==> config.mk <==
export PLATFORM = sky130hd
export DESIGN_NAME = html_tokenizer
export DESIGN_NICKNAME = d
export VERILOG_FILES = /design/src/htok_pkg.sv /design/src/htok_front.sv /design/src/htok_fifo.sv /design/src/htok_back.sv /design/src/html_tokenizer.sv
export SDC_FILE = /design/constraint.sdc
export NUM_CORES = 1
export LEC_CHECK = 0
export BUFFER_PORTS_ARGS = -buffer_cell sky130_fd_sc_hd__buf_2
export CORE_ASPECT_RATIO = 1.5
export CORE_UTILIZATION = 60
export DETAILED_ROUTE_END_ITERATION = 10
export HOLD_SLACK_MARGIN = 0.02
export PLACE_DENSITY_LB_ADDON = 0.1
export SLEW_MARGIN = 0
export SYNTH_ARGS = -nofsm -noshare
export SYNTH_HDL_FRONTEND = slang
export SYNTH_SLANG_ARGS = --single-unit
export TNS_END_PERCENT = 1
==> constraint.sdc <==
create_clock -name clk_i -period 10.1 [get_ports clk_i]
set_clock_uncertainty 0.05 [all_clocks]
set_input_delay 0.505 -clock clk_i [delete_from_list [all_inputs] [get_ports clk_i]]
set_output_delay 0.505 -clock clk_i [all_outputs]
set_load 0.02 [all_outputs]
==> src/htok_pkg.sv <==
// htok_pkg: types, constants and character codes shared by the html tokenizer.
// No dependencies; every other file of the tokenizer imports it.
`timescale 1ns / 1ps
`default_nettype none

package htok_pkg;

  localparam int POSITION_BITS_DEF   = 24;
  localparam int LOOKAHEAD_DEPTH_DEF = 8;

  localparam int TOK_POS_W  = 24;
  localparam int TOK_LEN_W  = 24;
  // bytes after the scanned byte that travel with it; enough for "/script>"
  localparam int SCAN_LA    = 8;
  localparam int AVAIL_W    = 4;
  localparam int SKIP_W     = 4;
  localparam int FIFO_DEPTH = 4;
  localparam int NUM_SLOTS  = 5;
  localparam int SLOT_W     = 3;

  localparam int SCRIPT_LEN = 6;
  localparam int STYLE_LEN  = 5;

  localparam logic [7:0] CH_LT    = 8'h3C;
  localparam logic [7:0] CH_GT    = 8'h3E;
  localparam logic [7:0] CH_EQ    = 8'h3D;
  localparam logic [7:0] CH_SPACE = 8'h20;
  localparam logic [7:0] CH_SLASH = 8'h2F;

  // index 0 holds the first letter
  localparam logic [SCRIPT_LEN-1:0][7:0] WORD_SCRIPT = {"t", "p", "i", "r", "c", "s"};
  localparam logic [STYLE_LEN-1:0][7:0]  WORD_STYLE  = {"e", "l", "y", "t", "s"};

  typedef enum logic [2:0] {
    TK_TEXT  = 3'd0,
    TK_OPEN  = 3'd1,
    TK_SLASH = 3'd2,
    TK_NAME  = 3'd3,
    TK_ATTR  = 3'd4,
    TK_KEY   = 3'd5,
    TK_VALUE = 3'd6,
    TK_CLOSE = 3'd7
  } token_kind_e;

  typedef struct packed {
    logic [7:0] data_byte;
    logic       end_of_document;
  } in_item_t;

  typedef struct packed {
    token_kind_e          token_kind;
    logic [TOK_POS_W-1:0] start_offset;
    logic [TOK_LEN_W-1:0] text_length;
    logic                 last_of_run;
  } out_item_t;

  // one byte to scan, with the bytes that follow it
  typedef struct packed {
    logic [7:0]              cur_byte;
    logic [SCAN_LA-1:0][7:0] la_bytes;
    logic [AVAIL_W-1:0]      avail;
    logic                    call_end;
    logic                    doc_end;
  } scan_entry_t;

  typedef struct packed {
    logic full;
    logic empty;
  } fifo_status_t;

endpackage

`default_nettype wire

==> src/htok_front.sv <==
// htok_front: lookahead window and end-of-document drain sequencer.
// Accepts document bytes and pushes scan entries into the queue; uses htok_pkg.
`timescale 1ns / 1ps
`default_nettype none

module htok_front
  import htok_pkg::*;
#(
  parameter int LookaheadDepth = LOOKAHEAD_DEPTH_DEF
) (
  input  wire logic         clk_i,
  input  wire logic         rst_ni,
  input  wire logic         in_valid_i,
  input  wire in_item_t     in_item_i,
  output logic              in_stall_o,
  input  wire fifo_status_t fifo_status_i,
  output logic              push_o,
  output scan_entry_t       push_entry_o
);

  localparam int WinDepth = LookaheadDepth + 1;
  localparam int FillW    = $clog2(WinDepth);
  localparam int RemW     = $clog2(LookaheadDepth + 2);

  logic [7:0]      win_q [WinDepth];
  logic [7:0]      win_d [WinDepth];
  logic [FillW-1:0] fill_q, fill_d;
  logic [RemW-1:0]  rem_q, rem_d;
  logic             drain_q, drain_d;
  logic             accept;

  assign in_stall_o = drain_q || fifo_status_i.full;
  assign accept     = in_valid_i && !in_stall_o;

  always_comb begin
    win_d        = win_q;
    fill_d       = fill_q;
    rem_d        = rem_q;
    drain_d      = drain_q;
    push_o       = 1'b0;
    push_entry_o = '0;
    if (drain_q) begin
      if (!fifo_status_i.full) begin
        push_o                = 1'b1;
        push_entry_o.cur_byte = win_q[0];
        for (int j = 0; j < SCAN_LA; j++) begin
          push_entry_o.la_bytes[j] = win_q[j+1];
        end
        if (rem_q > RemW'(SCAN_LA)) begin
          push_entry_o.avail = AVAIL_W'(SCAN_LA);
        end else begin
          push_entry_o.avail = AVAIL_W'(rem_q - RemW'(1));
        end
        push_entry_o.call_end = (rem_q == RemW'(1));
        push_entry_o.doc_end  = (rem_q == RemW'(1));
        for (int k = 0; k < WinDepth - 1; k++) begin
          win_d[k] = win_q[k+1];
        end
        rem_d = rem_q - RemW'(1);
        if (rem_q == RemW'(1)) begin
          drain_d = 1'b0;
        end
      end
    end else if (accept) begin
      if (in_item_i.end_of_document) begin
        win_d[fill_q] = in_item_i.data_byte;
        rem_d         = RemW'(fill_q) + RemW'(1);
        drain_d       = 1'b1;
        fill_d        = '0;
      end else if (fill_q == FillW'(LookaheadDepth)) begin
        // window full: the oldest byte leaves for scanning
        push_o                = 1'b1;
        push_entry_o.cur_byte = win_q[0];
        for (int j = 0; j < SCAN_LA; j++) begin
          if (j + 1 == LookaheadDepth) begin
            push_entry_o.la_bytes[j] = in_item_i.data_byte;
          end else begin
            push_entry_o.la_bytes[j] = win_q[j+1];
          end
        end
        push_entry_o.avail    = AVAIL_W'(SCAN_LA);
        push_entry_o.call_end = 1'b1;
        push_entry_o.doc_end  = 1'b0;
        for (int k = 0; k < LookaheadDepth - 1; k++) begin
          win_d[k] = win_q[k+1];
        end
        win_d[LookaheadDepth-1] = in_item_i.data_byte;
      end else begin
        win_d[fill_q] = in_item_i.data_byte;
        fill_d        = fill_q + FillW'(1);
      end
    end
  end

  always_ff @(posedge clk_i) begin
    win_q <= win_d;
  end

  always_ff @(posedge clk_i or negedge rst_ni) begin
    if (!rst_ni) begin
      fill_q  <= '0;
      rem_q   <= '0;
      drain_q <= 1'b0;
    end else begin
      fill_q  <= fill_d;
      rem_q   <= rem_d;
      drain_q <= drain_d;
    end
  end

  a_fill_bound : assert property (@(posedge clk_i) disable iff (!rst_ni)
    fill_q <= FillW'(LookaheadDepth))
    else $error("window fill beyond depth");

  a_drain_rem : assert property (@(posedge clk_i) disable iff (!rst_ni)
    drain_q |-> (rem_q != '0) && in_stall_o)
    else $error("drain without bytes left or input not held");

endmodule

`default_nettype wire

==> src/htok_fifo.sv <==
// htok_fifo: short queue of scan entries between front and back.
// Register array with head and tail pointers; uses htok_pkg.
`timescale 1ns / 1ps
`default_nettype none

module htok_fifo
  import htok_pkg::*;
(
  input  wire logic        clk_i,
  input  wire logic        rst_ni,
  input  wire logic        push_i,
  input  wire scan_entry_t push_entry_i,
  input  wire logic        pop_i,
  output scan_entry_t      pop_entry_o,
  output fifo_status_t     status_o
);

  localparam int PtrW = $clog2(FIFO_DEPTH);
  localparam int CntW = $clog2(FIFO_DEPTH + 1);

  scan_entry_t    mem_q [FIFO_DEPTH];
  logic [PtrW-1:0] wr_ptr_q, rd_ptr_q;
  logic [CntW-1:0] cnt_q;

  assign pop_entry_o     = mem_q[rd_ptr_q];
  assign status_o.full   = (cnt_q == CntW'(FIFO_DEPTH));
  assign status_o.empty  = (cnt_q == '0);

  always_ff @(posedge clk_i) begin
    if (push_i) begin
      mem_q[wr_ptr_q] <= push_entry_i;
    end
  end

  always_ff @(posedge clk_i or negedge rst_ni) begin
    if (!rst_ni) begin
      wr_ptr_q <= '0;
      rd_ptr_q <= '0;
      cnt_q    <= '0;
    end else begin
      if (push_i) begin
        wr_ptr_q <= (wr_ptr_q == PtrW'(FIFO_DEPTH - 1)) ? '0 : wr_ptr_q + PtrW'(1);
      end
      if (pop_i) begin
        rd_ptr_q <= (rd_ptr_q == PtrW'(FIFO_DEPTH - 1)) ? '0 : rd_ptr_q + PtrW'(1);
      end
      if (push_i && !pop_i) begin
        cnt_q <= cnt_q + CntW'(1);
      end else if (pop_i && !push_i) begin
        cnt_q <= cnt_q - CntW'(1);
      end
    end
  end

  a_no_overflow : assert property (@(posedge clk_i) disable iff (!rst_ni)
    !(push_i && status_o.full) && !(pop_i && status_o.empty))
    else $error("queue pushed while full or popped while empty");

endmodule

`default_nettype wire

==> src/htok_back.sv <==
// htok_back: scanner state machine, token burst, last-token hold and output register.
// Pops scan entries from htok_fifo and delivers token beats; uses htok_pkg.
`timescale 1ns / 1ps
`default_nettype none

module htok_back
  import htok_pkg::*;
#(
  parameter int PosBits = POSITION_BITS_DEF
) (
  input  wire logic         clk_i,
  input  wire logic         rst_ni,
  input  wire fifo_status_t fifo_status_i,
  input  wire scan_entry_t  entry_i,
  output logic              pop_o,
  output logic              out_valid_o,
  input  wire logic         out_stall_i,
  output out_item_t         out_item_o
);

  // scanner state
  logic [SKIP_W-1:0]    skip_q, skip_d;
  logic [PosBits-1:0]   pos_q, pos_d;
  logic [TOK_LEN_W-1:0] plen_q, plen_d;
  logic                 in_tag_q, in_tag_d;
  logic                 name_done_q, name_done_d;
  logic                 val_pend_q, val_pend_d;
  logic                 raw_q, raw_d;
  logic [1:0]           match_q, match_d;

  // tokens of the entry being scanned
  out_item_t            slot_tok [NUM_SLOTS];
  logic [NUM_SLOTS-1:0] slot_mask;

  // burst of tokens waiting to go out
  out_item_t            burst_tok_q [NUM_SLOTS];
  logic [NUM_SLOTS-1:0] mask_q, mask_rest;
  logic                 busy_q, end_q;
  out_item_t            held_q;
  logic                 held_v_q;
  out_item_t            out_q, out_d;
  logic                 out_v_q;

  logic [SLOT_W-1:0]    sel;
  logic                 tok_avail, out_free, can_move, need_flush, do_flush;
  logic                 finishing, burst_free;

  logic [7:0]              c;
  logic [SCAN_LA-1:0][7:0] la;
  logic [AVAIL_W-1:0]      av;
  logic                    m_style, m_script;
  logic                    flush_go, text_go, end_tag_go;
  token_kind_e             flush_kind;
  logic [1:0]              m;
  logic [PosBits-1:0]      flush_start;

  assign c  = entry_i.cur_byte;
  assign la = entry_i.la_bytes;
  assign av = entry_i.avail;

  // raw-text close tag matches
  assign m_style  = (av >= AVAIL_W'(STYLE_LEN + 2)) && (la[0] == CH_SLASH)
                    && (la[STYLE_LEN:1] == WORD_STYLE) && (la[STYLE_LEN+1] == CH_GT);
  assign m_script = (av >= AVAIL_W'(SCRIPT_LEN + 2)) && (la[0] == CH_SLASH)
                    && (la[SCRIPT_LEN:1] == WORD_SCRIPT) && (la[SCRIPT_LEN+1] == CH_GT);

  assign flush_start = pos_q - PosBits'(plen_q);

  // emitter control
  always_comb begin
    sel = '0;
    for (int i = NUM_SLOTS - 1; i >= 0; i--) begin
      if (mask_q[i]) begin
        sel = SLOT_W'(i);
      end
    end
  end

  assign mask_rest  = mask_q & ~(NUM_SLOTS'(1) << sel);
  assign tok_avail  = |mask_q;
  assign out_free   = !out_v_q || !out_stall_i;
  assign can_move   = tok_avail && (!held_v_q || out_free);
  assign need_flush = busy_q && !tok_avail && end_q && held_v_q;
  assign do_flush   = need_flush && out_free;
  assign finishing  = busy_q && ((!tok_avail && (!end_q || !held_v_q)) || do_flush
                                 || (can_move && (mask_rest == '0) && !end_q));
  assign burst_free = !busy_q || finishing;
  assign pop_o      = burst_free && !fifo_status_i.empty;

  // scanner: next state and token slots for one entry
  always_comb begin
    skip_d      = skip_q;
    pos_d       = pos_q;
    plen_d      = plen_q;
    in_tag_d    = in_tag_q;
    name_done_d = name_done_q;
    val_pend_d  = val_pend_q;
    raw_d       = raw_q;
    match_d     = match_q;
    flush_go    = 1'b0;
    flush_kind  = TK_TEXT;
    text_go     = 1'b0;
    end_tag_go  = 1'b0;
    m           = match_q;
    slot_mask   = '0;
    for (int i = 0; i < NUM_SLOTS; i++) begin
      slot_tok[i] = '0;
    end

    if (pop_o) begin
      pos_d = pos_q + PosBits'(1);
      if (skip_q != '0) begin
        skip_d = skip_q - SKIP_W'(1);
      end else if (in_tag_q) begin
        if (c == CH_GT) begin
          end_tag_go               = 1'b1;
          in_tag_d                 = 1'b0;
          slot_mask[1]             = 1'b1;
          slot_tok[1].token_kind   = TK_CLOSE;
          slot_tok[1].start_offset = TOK_POS_W'(pos_q);
        end else if (c == CH_SPACE) begin
          end_tag_go = 1'b1;
        end else if (c == CH_EQ) begin
          val_pend_d = 1'b1;
          flush_go   = 1'b1;
          flush_kind = TK_KEY;
        end else begin
          text_go = 1'b1;
        end
      end else if (c == CH_LT) begin
        if (raw_q) begin
          if (m_style || m_script) begin
            flush_go                 = 1'b1;
            flush_kind               = TK_TEXT;
            slot_mask[4:1]           = 4'b1111;
            slot_tok[1].token_kind   = TK_OPEN;
            slot_tok[1].start_offset = TOK_POS_W'(pos_q);
            slot_tok[2].token_kind   = TK_SLASH;
            slot_tok[2].start_offset = TOK_POS_W'(pos_q + PosBits'(1));
            slot_tok[3].token_kind   = TK_NAME;
            slot_tok[3].start_offset = TOK_POS_W'(pos_q + PosBits'(2));
            slot_tok[4].token_kind   = TK_CLOSE;
            if (m_style) begin
              slot_tok[3].text_length  = TOK_LEN_W'(STYLE_LEN);
              slot_tok[4].start_offset = TOK_POS_W'(pos_q + PosBits'(STYLE_LEN + 2));
              skip_d                   = SKIP_W'(STYLE_LEN + 2);
            end else begin
              slot_tok[3].text_length  = TOK_LEN_W'(SCRIPT_LEN);
              slot_tok[4].start_offset = TOK_POS_W'(pos_q + PosBits'(SCRIPT_LEN + 2));
              skip_d                   = SKIP_W'(SCRIPT_LEN + 2);
            end
            raw_d = 1'b0;
          end else begin
            // unmatched '<' in raw text is ordinary text
            text_go = 1'b1;
          end
        end else begin
          flush_go                 = 1'b1;
          flush_kind               = TK_TEXT;
          in_tag_d                 = 1'b1;
          name_done_d              = 1'b0;
          val_pend_d               = 1'b0;
          slot_mask[1]             = 1'b1;
          slot_tok[1].token_kind   = TK_OPEN;
          slot_tok[1].start_offset = TOK_POS_W'(pos_q);
          if ((av != '0) && (la[0] == CH_SLASH)) begin
            slot_mask[2]             = 1'b1;
            slot_tok[2].token_kind   = TK_SLASH;
            slot_tok[2].start_offset = TOK_POS_W'(pos_q + PosBits'(1));
            skip_d                   = SKIP_W'(1);
          end
        end
      end else begin
        text_go = 1'b1;
      end

      if (end_tag_go) begin
        flush_go = 1'b1;
        if (!name_done_q) begin
          if (((plen_q == TOK_LEN_W'(SCRIPT_LEN)) && match_q[0])
              || ((plen_q == TOK_LEN_W'(STYLE_LEN)) && match_q[1])) begin
            raw_d = 1'b1;
          end
          flush_kind  = TK_NAME;
          name_done_d = 1'b1;
        end else if (val_pend_q) begin
          flush_kind = TK_VALUE;
          val_pend_d = 1'b0;
        end else begin
          flush_kind = TK_ATTR;
        end
      end

      if (text_go) begin
        if (in_tag_q && !name_done_q) begin
          // track whether the tag name is still a prefix of script or style
          m = (plen_q == '0) ? 2'b11 : match_q;
          if (plen_q < TOK_LEN_W'(SCRIPT_LEN)) begin
            if (WORD_SCRIPT[plen_q[2:0]] != c) m[0] = 1'b0;
          end else begin
            m[0] = 1'b0;
          end
          if (plen_q < TOK_LEN_W'(STYLE_LEN)) begin
            if (WORD_STYLE[plen_q[2:0]] != c) m[1] = 1'b0;
          end else begin
            m[1] = 1'b0;
          end
          match_d = m;
        end
        if (plen_q != '1) begin
          plen_d = plen_q + TOK_LEN_W'(1);
        end
      end

      if (flush_go && (plen_q != '0)) begin
        slot_mask[0]             = 1'b1;
        slot_tok[0].token_kind   = flush_kind;
        slot_tok[0].start_offset = TOK_POS_W'(flush_start);
        slot_tok[0].text_length  = plen_q;
        plen_d                   = '0;
      end

      if (entry_i.doc_end) begin
        skip_d      = '0;
        pos_d       = '0;
        plen_d      = '0;
        in_tag_d    = 1'b0;
        name_done_d = 1'b0;
        val_pend_d  = 1'b0;
        raw_d       = 1'b0;
        match_d     = '0;
      end
    end
  end

  always_ff @(posedge clk_i or negedge rst_ni) begin
    if (!rst_ni) begin
      skip_q      <= '0;
      pos_q       <= '0;
      plen_q      <= '0;
      in_tag_q    <= 1'b0;
      name_done_q <= 1'b0;
      val_pend_q  <= 1'b0;
      raw_q       <= 1'b0;
      match_q     <= '0;
      busy_q      <= 1'b0;
      mask_q      <= '0;
      end_q       <= 1'b0;
      held_v_q    <= 1'b0;
      out_v_q     <= 1'b0;
    end else begin
      skip_q      <= skip_d;
      pos_q       <= pos_d;
      plen_q      <= plen_d;
      in_tag_q    <= in_tag_d;
      name_done_q <= name_done_d;
      val_pend_q  <= val_pend_d;
      raw_q       <= raw_d;
      match_q     <= match_d;
      if (pop_o) begin
        busy_q <= 1'b1;
        mask_q <= slot_mask;
        end_q  <= entry_i.call_end;
      end else begin
        if (finishing) begin
          busy_q <= 1'b0;
        end
        if (can_move) begin
          mask_q <= mask_rest;
        end
      end
      if (can_move) begin
        held_v_q <= 1'b1;
      end else if (do_flush) begin
        held_v_q <= 1'b0;
      end
      if (out_free) begin
        out_v_q <= (can_move && held_v_q) || do_flush;
      end
    end
  end

  // the held token is the last of its run once its byte group ends
  always_comb begin
    out_d             = held_q;
    out_d.last_of_run = do_flush;
  end

  // payload registers
  always_ff @(posedge clk_i) begin
    if (pop_o) begin
      burst_tok_q <= slot_tok;
    end
    if (can_move) begin
      held_q <= burst_tok_q[sel];
    end
    if (out_free) begin
      out_q <= out_d;
    end
  end

  assign out_valid_o = out_v_q;
  assign out_item_o  = out_q;

  a_skip_bound : assert property (@(posedge clk_i) disable iff (!rst_ni)
    skip_q <= SKIP_W'(SCRIPT_LEN + 2))
    else $error("skip count beyond longest close tag");

  a_doc_reset : assert property (@(posedge clk_i) disable iff (!rst_ni)
    (pop_o && entry_i.doc_end) |=> (pos_q == '0) && (plen_q == '0) && !in_tag_q && !raw_q)
    else $error("scanner state not cleared after document end");

  a_last_mark : assert property (@(posedge clk_i) disable iff (!rst_ni)
    do_flush |=> out_valid_o && out_item_o.last_of_run)
    else $error("run end did not deliver a last token");

endmodule

`default_nettype wire

==> src/html_tokenizer.sv <==
// html_tokenizer: top level of the byte-serial html tokenizer.
// Instantiates htok_front, htok_fifo and htok_back; uses htok_pkg.
//
//   channel | signals                            | beat
//   --------+------------------------------------+-------------------------------
//   in      | in_valid_i, in_stall_o, in_item_i  | one document byte, end flag
//   out     | out_valid_o, out_stall_i, out_item_o | one token record
//
// Bytes enter at one per cycle while in_stall_o is low; a byte is queued for scanning once
// LOOKAHEAD_DEPTH more bytes are in. The scanner takes one byte per cycle while its token
// burst is free; a byte that gives tokens holds it while they pass the single output
// register and the hold stage that marks last_of_run, and a drained byte other than the final
// one needs no such mark. The final byte of a document holds input while the window drains
// into the queue, and longer when the queue is full; reset clears all control state at once.
// Output stall backs up through the token hold stage, the scanner and the queue.
`timescale 1ns / 1ps
`default_nettype none

module html_tokenizer
  import htok_pkg::*;
#(
  parameter int POSITION_BITS   = POSITION_BITS_DEF,
  parameter int LOOKAHEAD_DEPTH = LOOKAHEAD_DEPTH_DEF
) (
  input  wire logic      clk_i,
  input  wire logic      rst_ni,
  input  wire logic      in_valid_i,
  output logic           in_stall_o,
  input  wire in_item_t  in_item_i,
  output logic           out_valid_o,
  input  wire logic      out_stall_i,
  output out_item_t      out_item_o
);

  fifo_status_t fifo_status;
  logic         push;
  scan_entry_t  push_entry;
  logic         pop;
  scan_entry_t  pop_entry;

  htok_front #(
    .LookaheadDepth(LOOKAHEAD_DEPTH)
  ) u_front (
    .clk_i        (clk_i),
    .rst_ni       (rst_ni),
    .in_valid_i   (in_valid_i),
    .in_item_i    (in_item_i),
    .in_stall_o   (in_stall_o),
    .fifo_status_i(fifo_status),
    .push_o       (push),
    .push_entry_o (push_entry)
  );

  htok_fifo u_fifo (
    .clk_i       (clk_i),
    .rst_ni      (rst_ni),
    .push_i      (push),
    .push_entry_i(push_entry),
    .pop_i       (pop),
    .pop_entry_o (pop_entry),
    .status_o    (fifo_status)
  );

  htok_back #(
    .PosBits(POSITION_BITS)
  ) u_back (
    .clk_i        (clk_i),
    .rst_ni       (rst_ni),
    .fifo_status_i(fifo_status),
    .entry_i      (pop_entry),
    .pop_o        (pop),
    .out_valid_o  (out_valid_o),
    .out_stall_i  (out_stall_i),
    .out_item_o   (out_item_o)
  );

endmodule

`default_nettype wire
# After elaboration in Yosys (flattened, before gate mapping)
# Memories as Yosys holds them, arrays and structs flattened.
# Cells that the tools add are included.
# classes
eq_ne,26
bitwise,8
n_addsub,13
muxes,159
reduce_logical,77
order_cmp,9
shift,1
div,0
multipliers,0
# ops
op,count
2-to-1 mux 78 bit,5
2-to-1 mux 64 bit,3
binary-select mux 52 bit (select 3 bit),1
2-to-1 mux 24 bit,6
2-to-1 mux 72 bit,2
2-to-1 mux 27 bit,5
2-to-1 mux 52 bit,2
2-to-1 mux 1 bit,79
bitwise mux 72 bit,1
2-to-1 mux 4 bit,18
"equality test 8 x 6 -> 1 bit, second input constant",7
2-to-1 mux 26 bit,2
2-to-1 mux 25 bit,2
2-to-1 mux 50 bit,1
"adder 24 x 1 -> 24 bit, second input constant",2
"equality test 24 x 3 -> 1 bit, second input constant",2
"equality test 48 x 47 -> 1 bit, second input constant",1
"less-than comparator 24 x 3 -> 1 bit, second input constant",2
2-to-1 mux 3 bit,15
"equality test 40 x 39 -> 1 bit, second input constant",1
demux 8 bit (select 4 bit),1
2-to-1 mux 8 bit,4
logical AND 1 bit,26
"adder 24 x 2 -> 24 bit, second input constant",1
other kinds (48),104
# word_totals
output_inout_bits,54
memories,3
rom_bits,128
in_bits,13
ram_bits,312
latchBits,0
elab_cells,344
reg_bits,441
# memory_table
memory,depth,width,rd,rd_ports_with_merged_regs,write_ports,line_no,rtl
u_fifo.mem_q,4,78,1,0,1,htok_fifo.sv:21,scan_entry_t mem_q [FIFO_DEPTH];
(name not given),8,8,1,0,0,htok_back.sv:199,if (WORD_SCRIPT[plen_q[2:0]] != c) m[0] = 1'b0;
(name not given),8,8,1,0,0,htok_back.sv:204,if (WORD_STYLE[plen_q[2:0]] != c) m[1] = 1'b0;

# Logic depth before layout (Yosys ltp)
# Gate-level depths: netlist of run 1.
# depth
word_depth,21
ltp_mapped,14
ltp_nobuf,12

# Hierarchy
# Synthesis of run 1 repeated with hierarchy kept, for this count alone.
# hier_totals
cells_unflattened,2425
area_unflattened_um2,33219.4
# by_module_without_submodules
mod,seq_area_each_um2,area_per_inst_um2,instances,cells_per_inst
htok_back,9394.0,16355.7,1,1478
htok_fifo,9544.2,11753.8,1,445
htok_front,2387.3,5109.9,1,502

# Least setup slack after synthesis of run 1
# OpenSTA, ideal clock, no wires.
# synth_path
path_type,reg-to-reg
startpoint,"register u_back.out_v_q, in the netlist u_back.out_valid_o"
endpoint,register u_back.burst_tok_q[100] (netlist name) (enable)
slack_ns,2.833
setup_time_ns,1.439
required_time_ns,8.611
period_less_slack_ns,7.267
path_stages_with_launch,8
t_arrival_ns,5.778
path_buffers,1
path_cell_list,dfrtp_1 > nand2_1 > nor2_1 > a21oi_1 > a21o_1 > nand2_1 > clkbuf_1 > clkinv_1
# synth_via
elab_chain_cells,10
word_cells_on_any_way,12
classes_between,reduce/logical (12)
# synth_rtl
item,line_no,rtl
"start, declared",htok_back.sv:42,logic out_v_q;
"start signal, assigned",htok_back.sv:278,out_v_q <= (can_move && held_v_q) || do_flush;
zero test 1 bit (*),htok_back.sv:81,assign out_free = !out_v_q || !out_stall_i;
logical OR 1 bit (*),htok_back.sv:81,
net u_back.out_free,htok_back.sv:45,"logic tok_avail, out_free, can_move, need_flush, do_flush;"
logical OR 1 bit,htok_back.sv:82,assign can_move = tok_avail && (!held_v_q || out_free);
logical AND 1 bit,htok_back.sv:82,
logical AND 1 bit (2 in series),htok_back.sv:86,|| (can_move && (mask_rest == '0) && !end_q));
logical OR 1 bit (*),htok_back.sv:86,
logical AND 1 bit (*),htok_back.sv:85,assign finishing = busy_q && ((!tok_avail && (!end_q || !held_v_q)) || do_flush
logical OR 1 bit (*),htok_back.sv:87,assign burst_free = !busy_q || finishing;
logical AND 1 bit (*),htok_back.sv:88,assign pop_o = burst_free && !fifo_status_i.empty;
net pop,html_tokenizer.sv:38,logic pop;
"end signal, assigned",htok_back.sv:292,burst_tok_q <= slot_tok;
"end, declared",htok_back.sv:36,out_item_t burst_tok_q [NUM_SLOTS];
# Mark *: on every way through the listed nets, which the timed path passes. The rest lies on a longest branch.
# A chain may end at the register's enable or synchronous reset.

# Worst setup path in the final report of run 1
# layout_path
startpoint,register u_fifo.rd_ptr_q[0]
endpoint,register u_back.plen_q[16]
# layout_via
elab_chain_cells,16
word_cells_on_any_way,49
classes_between,order compare (2); eq/ne (9); mux (26); reduce/logical (11); memory (1)
# layout_rtl
item,line_no,rtl
"start, declared",htok_fifo.sv:22,"logic [PtrW-1:0] wr_ptr_q, rd_ptr_q;"
"start signal, assigned",htok_fifo.sv:45,rd_ptr_q <= (rd_ptr_q == PtrW'(FIFO_DEPTH - 1)) ? '0 : rd_ptr_q + PtrW'(1);
memory read (4 x 78 bit) (*),n/a,
greater-or-equal comparator 4 x 3 -> 1 bit (tied with other cells),htok_back.sv:62,assign m_style = (av >= AVAIL_W'(STYLE_LEN + 2)) && (la[0] == CH_SLASH)
"logical AND 1 bit, on equally long branches","htok_back.sv:62, htok_back.sv:64",
"logical AND 1 bit, on equally long branches (2 in series)","htok_back.sv:63, htok_back.sv:65",
logical OR 1 bit,htok_back.sv:132,if (m_style || m_script) begin
2-to-1 mux 1 bit,htok_back.sv:132,
2-to-1 mux 1 bit,htok_back.sv:131,if (raw_q) begin
2-to-1 mux 1 bit,htok_back.sv:130,end else if (c == CH_LT) begin
2-to-1 mux 1 bit,htok_back.sv:114,end else if (in_tag_q) begin
2-to-1 mux 1 bit,htok_back.sv:112,if (skip_q != '0) begin
2-to-1 mux 1 bit,htok_back.sv:177,if (end_tag_go) begin
2-to-1 mux 1 bit,htok_back.sv:110,if (pop_o) begin
logical AND 1 bit,htok_back.sv:215,if (flush_go && (plen_q != '0)) begin
nonzero test 3 bit (no source line) / 2-to-1 mux 24 bit (equally long branches),n/a,
AND reduction 3 bit (no source line) / 2-to-1 mux 24 bit (equally long branches),n/a,
"end signal, assigned",htok_back.sv:254,plen_q <= plen_d;
"end, declared",htok_back.sv:24,"logic [TOK_LEN_W-1:0] plen_q, plen_d;"
# Every way passes the cells marked *; elsewhere a longest branch is shown, timed or not. The select of a mux whose other input is x is not followed.

==> out/qor.txt, run 1 <==
Status - complete, no violations
Via count - 20,090
Fin. max-slew vios - 0
TritonCTS Sinks - 724
TNS Setup - 0 ns
Synth Area in Adders - 0.0207
Xor/xnor share of the synthesized area - 0.0237
Syn Inst Count - 2,441
Global-route wire length before repair - 116,000 um
Top post-synthesis cells by area - edfxtp_1 60%, dfrtp_1 6.5%, mux2i_1 3.0%
CP Capture Type - flop
HP Start - in_item_i[0]
Arr. time, crit path - 5.18 ns
Post-DP HPWL - 51,700 um
Slew HR - 0.260
Grt ovf - 0
Asr flop ratio synth - 0.115
Hold Crit Depth - 4
Synth Area in Compound Gates - 0.0783
GR Util All Layers - 0.285
Max-cap violations - 0
Skew-Pair Late Insertion Delay - 0.61 ns
Vias in the first global route - 20,463
Slowest CP cell - o211ai_1
First-pass detailed-route iteration total - 6
Synth warnings - 0
Initial Util - 0.609
Root Driver - clkbuf_16
Post-synth EDFFs - 641
Via/cell ratio - 6.26
Largest net degree at the start of global routing - 99
Startpoint Class - flop
Placer Congestion - 0.927
Crit path kind - reg2reg
Die width - 191 um
Port Buf Inserts - 66
N_diodes - 0
DP Cell Count - 3,086
Iteration-0 DRC count of the detailed router - 1,537
Worst r2r src - u_fifo.rd_ptr_q[0]$_DFFE_PN0N_
Remaining DRCs - 0
Die Span Y - 285 um
Routed WL per cell - 23.8 um
Initial antenna violation count - 0
P_leak - 12.6 nW
Endpoints failing setup - 0
Number of fill cells - 3,766
Netlist cell types - 80
Rows - 103
RR Endpoint - u_back.plen_q[16]$_DFFE_PN0P_
Post-route insts no fill - 3,210
Worst stage delay on the critical path - 0.85 ns
Seq/Total Area, Yosys - 0.664
Top_reg_cell synth - edfxtp_1
Synth top cells by count - 641 x edfxtp_1, 201 x nand2_1, 196 x nor2_1, 191 x o21ai_0
Hold Crit Class - in2reg
R2R depth - 11
Period minus WS final - 4.74 ns
Synthesized area - 32,100 um^2
CTS tree - done
Final-report hold violation count - 0
Cell family with most CP delay - compound AO/OA/AOI/OAI gates
Main combinational cell family by area after synthesis - simple AND/OR/NAND/NOR gates
Mean post-synth cell area - 13.2 um^2
Hold EP - u_front.fill_q[2]$_DFFE_PN0P_
Syn Nets - 2,505
Simple-gate share of the synthesized area - 0.137
Power Dens Cells - 294 nW/um^2
Cell Chain, Critical Path - buf_4, mux4_2, nor4bb_1, and4b_1, a32oi_1, o31a_1, o211ai_1, nor2_1, buf_4, and3_1, a221o_1
Flops & latches, synth - 724
I/O pin count - 67
Fin crit share - 0.470
Routed WL - 76,300 um
RSZ-0062 raised after global routing - false
Worst Path Max Fanout - 55
Total core area - 52,700 um^2
Clock transition at the registers of the reported paths - 0.06 ns
Nets - 2,539
Multiplexer area fraction after synthesis - 0.0520
CTS Buf Count - 68
DIE AREA - 54,500 um^2
ANT nets after route - 0
Cell with the most instances after synthesis - edfxtp_1
CTS H-Tree Depth - 3
Share of layout cells above drive strength 1 - 0.108
Synth area leader - edfxtp_1
Max IR drop VDD - 0.199 mV
F_max - 0.211 GHz
Synth top area share - 0.599
R2R Setup Slk - 5.36 ns
CP required - 10.53 ns
Clk buf depth - 3
Area Overhead vs Synth - 10.1%
Worst slew pin tran - 1.11 ns
Buf/Inv on CP - 2
Top cell by count, worst path - buf_4
Post-cts sizing count - 0
## per-stage QoR
step | total power, mW | hold WS, ns | cell area (um^2) | worst slack [ns] | util
after CTS | 10.4 | 0.206 | 35400 | 5.35 | 0.671
after detailed placement | 7.79 | 0.348 | 33100 | 5.38 | 0.627
after floorplan | 6.91 | 0.159 | 32100 | 2.83 | -
after global routing | 10.9 | 0.232 | 35400 | 5.00 | 0.671
after global placement | 7.67 | 0.352 | 33100 | 5.50 | 0.627
final | 10.4 | 0.236 | 35400 | 5.36 | 0.671
## registers in the layout (all words and copies together) (netlist names), 2 cells and up
register            count
u_back.pos_q           24
u_fifo.cnt_q            3
u_fifo.rd_ptr_q         2
u_back.out_item_o      52
u_fifo.mem_q          312
u_back.mask_q           5
u_back.burst_tok_q    154
u_front.rem_q           4
u_front.fill_q          4
u_front.win_q          72
u_back.match_q          2
u_back.plen_q          24
u_fifo.wr_ptr_q         2
u_back.held_q          51
u_back.skip_q           4
## worst min-delay path, cell delays in order
cell and delay [ns]:
buf_2 0.17, nor2_1 0.06, nand2_1 0.06, o21ai_0 0.06
## power breakdown
| part | leakage, nW | internal (mW) | switching [mW] |
|---|---|---|---|
| Sequential | 7.62 | 4.54 | 0.389 |
| Clock | 1.11 | 1.53 | 1.11 |
| Combinational | 3.88 | 0.929 | 1.89 |
| Total | 12.6 | 6.99 | 3.39 |
## kinds of logic after synthesis
logic type,count (synthesis)
DFF,724
AOI/OAI and AO/OA,405
xor gates and xnor gates,87
adders and majority gates,52
muxes,130
and+or+nand+nor,851
buffers and inverters,192
## what timing repair did
action                                 in CTS  in global routing
buffers inserted                            0                  0
endpoints found under the hold margin      16                  0
hold buffers                                1                  0
## worst max path at each step
stage	cells after the start	endpoint	start	slack (ns)
floorplan	7	u_back.burst_tok_q[100]$_SDFFCE_PP0N_	u_back.out_valid_o$_DFFE_PN0P_	2.83
global placement	11	u_back.plen_q[16]$_DFFE_PN0P_	u_fifo.rd_ptr_q[0]$_DFFE_PN0N_	5.50
detailed placement	11	u_back.plen_q[16]$_DFFE_PN0P_	u_fifo.rd_ptr_q[0]$_DFFE_PN0N_	5.38
CTS	11	u_back.plen_q[16]$_DFFE_PN0P_	u_fifo.rd_ptr_q[0]$_DFFE_PN0N_	5.35
global route	11	u_back.plen_q[16]$_DFFE_PN0P_	u_fifo.rd_ptr_q[0]$_DFFE_PN0N_	5.00
finish	11	u_back.plen_q[16]$_DFFE_PN0P_	u_fifo.rd_ptr_q[0]$_DFFE_PN0N_	5.36
## routing by layer
metal,up-vias,GRT usage,share of wire
met1,9948,0.315,0.36
met5,-,0,0
met4,0,0.190,0.065
met3,231,0.0306,0.046
li1,9217,-,-
met2,694,0.511,0.53
## area by class of cell
class                   count  area (um^2)  area share
multi-input cells        1525        10100       0.285
repair buffers             97          568      0.0161
clock inverters            37          438      0.0124
inverters                  59          226     0.00640
well taps                 682          853      0.0241
flip-flops and latches    724        21300       0.603
clock buffers              86         1860      0.0527
## layout by cell type (no fill, tap or decap), types with 15 or more instances in the layout
master | netlist | routed
buf_4 | 1 | 31
nand4b_1 | 19 | 19
xnor2_1 | 45 | 45
and3_1 | 24 | 24
o31ai_1 | 17 | 17
nor2_1 | 196 | 192
mux4_2 | 29 | 29
nor4_1 | 27 | 27
nand3_1 | 64 | 64
mux2i_1 | 97 | 97
clkbuf_16 | 0 | 71
o21ai_0 | 191 | 191
a222oi_1 | 21 | 21
and2_1 | 105 | 101
nand4_1 | 32 | 32
a21oi_1 | 48 | 47
xor2_1 | 42 | 42
nor3_1 | 50 | 49
nand2b_1 | 16 | 15
inv_1 | 57 | 57
edfxtp_1 | 641 | 641
dfrtp_1 | 83 | 81
nor2b_1 | 36 | 36
a21o_1 | 18 | 18
nand2_1 | 201 | 199
buf_2 | 14 | 65
ha_1 | 49 | 49
Note: power is estimated with default switching activity, not from simulation.
==> run 2, diff against run 1 <==
--- a/config.mk
+++ b/config.mk
@@ -7,7 +7,7 @@
 export LEC_CHECK = 0
 export BUFFER_PORTS_ARGS = -buffer_cell sky130_fd_sc_hd__buf_2
 export CORE_ASPECT_RATIO = 1.5
-export CORE_UTILIZATION = 60
+export CORE_UTILIZATION = 57
 export DETAILED_ROUTE_END_ITERATION = 10
 export HOLD_SLACK_MARGIN = 0.02
 export PLACE_DENSITY_LB_ADDON = 0.1
==> constraint.sdc (replaced) <==
create_clock -name clk_i -period 3.8 [get_ports clk_i]
set_clock_uncertainty 0.05 [all_clocks]
set_input_delay 0.19 -clock clk_i [delete_from_list [all_inputs] [get_ports clk_i]]
set_output_delay 0.19 -clock clk_i [all_outputs]
set_load 0.02 [all_outputs]
==> run 2 against run 1 <==
Compared with the run above: combinational power rose to 2.9 times the previous value; maximum frequency rose by 28%; worst hold slack got worse by 0.033 ns; via count rose by 1.6%; setup slack worse by 5.2 ns; cell count grew 2.9%.
==> out/qor.txt, run 2 (synthesized netlist as in run 1, its figures left out) <==
Status - complete, no violations
ANT nets after route - 0 (unchanged)
P_leak - 13.1 nW (+3.5%)
PnR Total Power - 28.4 mW (+170%)
Initial Util - 0.576 (-0.0327)
Worst slew pin tran - 1.00 ns (-0.106 ns)
Total core area - 55,700 um^2 (+5.7%)
Period minus WS final - 3.69 ns (-1.05 ns)
Via count - 20,412 (+1.6%)
Global-route wire length before repair - 120,000 um (+3.3%)
Cell Area, Placed - 33,700 um^2 (+2.0%)
Number of fill cells - 4,124 (+9.5%)
Biggest regs - u_fifo.mem_q x312, u_back.burst_tok_q x154, u_front.win_q x72
Worst Path Max Fanout - 25 (-55%)
N_diodes - 0 (unchanged)
Startpoint Class - flop
Skew-Pair Late Insertion Delay - 0.62 ns (about the same)
Share of layout cells above drive strength 1 - 0.131 (+0.0223)
Nets - 2,611 (+2.8%)
Area Overhead vs Synth - 12.7%
TritonCTS Sinks - 724 (unchanged)
DIE AREA - 57,300 um^2 (+5.2%)
Root Driver - clkbuf_16
Endpoints failing setup - 0 (unchanged)
Max reg flops - 312 (unchanged)
Clk buf depth - 3 (unchanged)
Worst stage delay on the critical path - 0.64 ns (-0.21 ns)
Die Span Y - 293 um (+2.6%)
CTS H-Tree Depth - 3 (unchanged)
Vias in the first global route - 20,806 (+1.7%)
CTS Buf Count - 67 (-1.5%)
CP required - 4.23 ns (-6.30 ns)
Remaining DRCs - 0 (unchanged)
Crit path kind - reg2reg
Met2 Usage GRT - 0.508 (-0.00331)
Placer Congestion - 0.941 (+1.5%)
Grt ovf - 0 (unchanged)
Most frequent cells in the layout - 641 x edfxtp_1, 198 x nand2_1, 192 x nor2_1
Die width - 196 um (+2.6%)
Worst setup path startpoint - u_fifo.rd_ptr_q[1]$_DFFE_PN0N_
CTS tree - done
Worst hold slack - 0.203 ns (-0.0332 ns)
Commonest non-fill, non-tap cell in the layout - edfxtp_1
Port Buf Inserts - 66 (unchanged)
Cell Chain, Critical Path - buf_4, nand2b_1, nor4_1, or4_1, o211ai_1, o31a_1, o211ai_1, nor2_1, buf_4, and3_1, a221o_1
Met3 global-route usage - 0.0303 (-0.000364)
RSZ-0062 raised after global routing - false
Routed WL per cell - 23.8 um (+0.25%)
Initial antenna violation count - 0 (unchanged)
Final-report hold violation count - 0 (unchanged)
Post-DP HPWL - 55,600 um (+7.6%)
Slew HR - 0.327 (+0.0668)
Max IR drop VDD - 0.668 mV (+240%)
Max-cap violations - 0 (unchanged)
Fin crit share - 0.972 (+0.502)
Arr. time, crit path - 4.13 ns (-1.05 ns)
Largest net degree at the start of global routing - 81 (-18%)
Post-route cell area - 36,200 um^2 (+2.3%)
Rows - 106 (+2.9%)
Hold Crit Class - in2async
I/O pin count - 67 (unchanged)
Power Dens Cells - 784 nW/um^2 (+170%)
GR Util All Layers - 0.279 (-0.00523)
Most flop-heavy register - u_fifo.mem_q
Worst r2r src - u_fifo.rd_ptr_q[1]$_DFFE_PN0N_
Fin. max-slew vios - 0 (unchanged)
CP Capture Type - flop
First-pass detailed-route iteration total - 6 (unchanged)
Iteration-0 DRC count of the detailed router - 1,607 (+4.6%)
Met1 Use GR - 0.300 (-0.0155)
Most Used Layer, Global Route - met2
Slowest CP cell - nor4_1
F_max - 0.271 GHz (+28%)
Via/cell ratio - 6.18 (-1.3%)
Clock transition at the registers of the reported paths - 0.07 ns (about the same)
Routed WL - 78,700 um (+3.2%)
run 2: cell count changes in the layout (fill, tap and decap cells not counted), moves of 3 or more:
cell / delta
clkinv_1: -3
inv_6: -3
buf_4: +45
buf_12: +17
clkinv_2: +8
dlygate4sd3_1: +11
run 2: stage by stage:
stage,setup WS [ns],cells,utilization,TNS (ns)
after floorplan,-0.126,2441,-,-19.88
after global placement,0.206,3164,0.605,0
after detailed placement,0.125,3164,0.605,0
after CTS,0.106,3300,0.649,0
after global routing,0.000645,3304,0.650,0
final,0.108,3304,0.650,0
run 2: power breakdown:
part | leakage, nW | switching, mW | internal [mW]
Sequential | 7.62 | 1.08 | 12.0
Clock | 1.13 | 2.95 | 4.09
Combinational | 4.32 | 5.21 | 2.99
run 2: final timing paths:
| check | to | cells after the start | slack [ns] |
|---|---|---|---|
| worst min register to register | u_back.out_item_o[21]$_DFFE_PP_ | 0 | 0.37 |
| max in group asynchronous | u_front.rem_q[3]$_DFFE_PN0P_ | 3 | 2.51 |
| worst max register to register | u_back.plen_q[16]$_DFFE_PN0P_ | 11 | 0.11 |
| min in group clk_i | u_back.out_item_o[21]$_DFFE_PP_ | 0 | 0.37 |
| worst min-delay path | u_fifo.wr_ptr_q[1]$_DFFE_PN0P_ | 2 | 0.20 |
| worst max-delay path | u_back.plen_q[16]$_DFFE_PN0P_ | 11 | 0.11 |
run 2: critical path, delay by kind of cell, from the launching register on:
kind	cells	cell delay (ns)
and+or+nand+nor	5	1.26
AOI/OAI and AO/OA	4	1.16
DFF	1	0.63
buffers and inverters	2	0.45
run 2: metal layers:
metal | share of wire | routed length (um) | vias to the layer above
met5 | 0 | 0 | -
met4 | 0.077 | 6060 | 0
met3 | 0.040 | 3170 | 237
met2 | 0.53 | 41800 | 664
met1 | 0.35 | 27700 | 10153
li1 | - | - | 9358
run 2: cell type report:
cell class | instances | area, um^2 | share of cell area
Sequential cell | 724 | 21300 | 0.590
Clock buffer | 85 | 1810 | 0.0499
Inverter | 59 | 234 | 0.00647
Timing Repair Buffer | 170 | 1360 | 0.0375
Tap cell | 702 | 878 | 0.0243
Clock inverter | 39 | 485 | 0.0134
Multi-Input combinational cell | 1525 | 10100 | 0.279
run 2: timing repair:
| action | in CTS | in global routing |
|---|---|---|
| endpoints found under the setup margin | 0 | 47 |
| gates resized for setup | 0 | 3 |
| hold buffers | 12 | 0 |
| endpoints found under the hold margin | 76 | 0 |
| setup buffers | 0 | 4 |
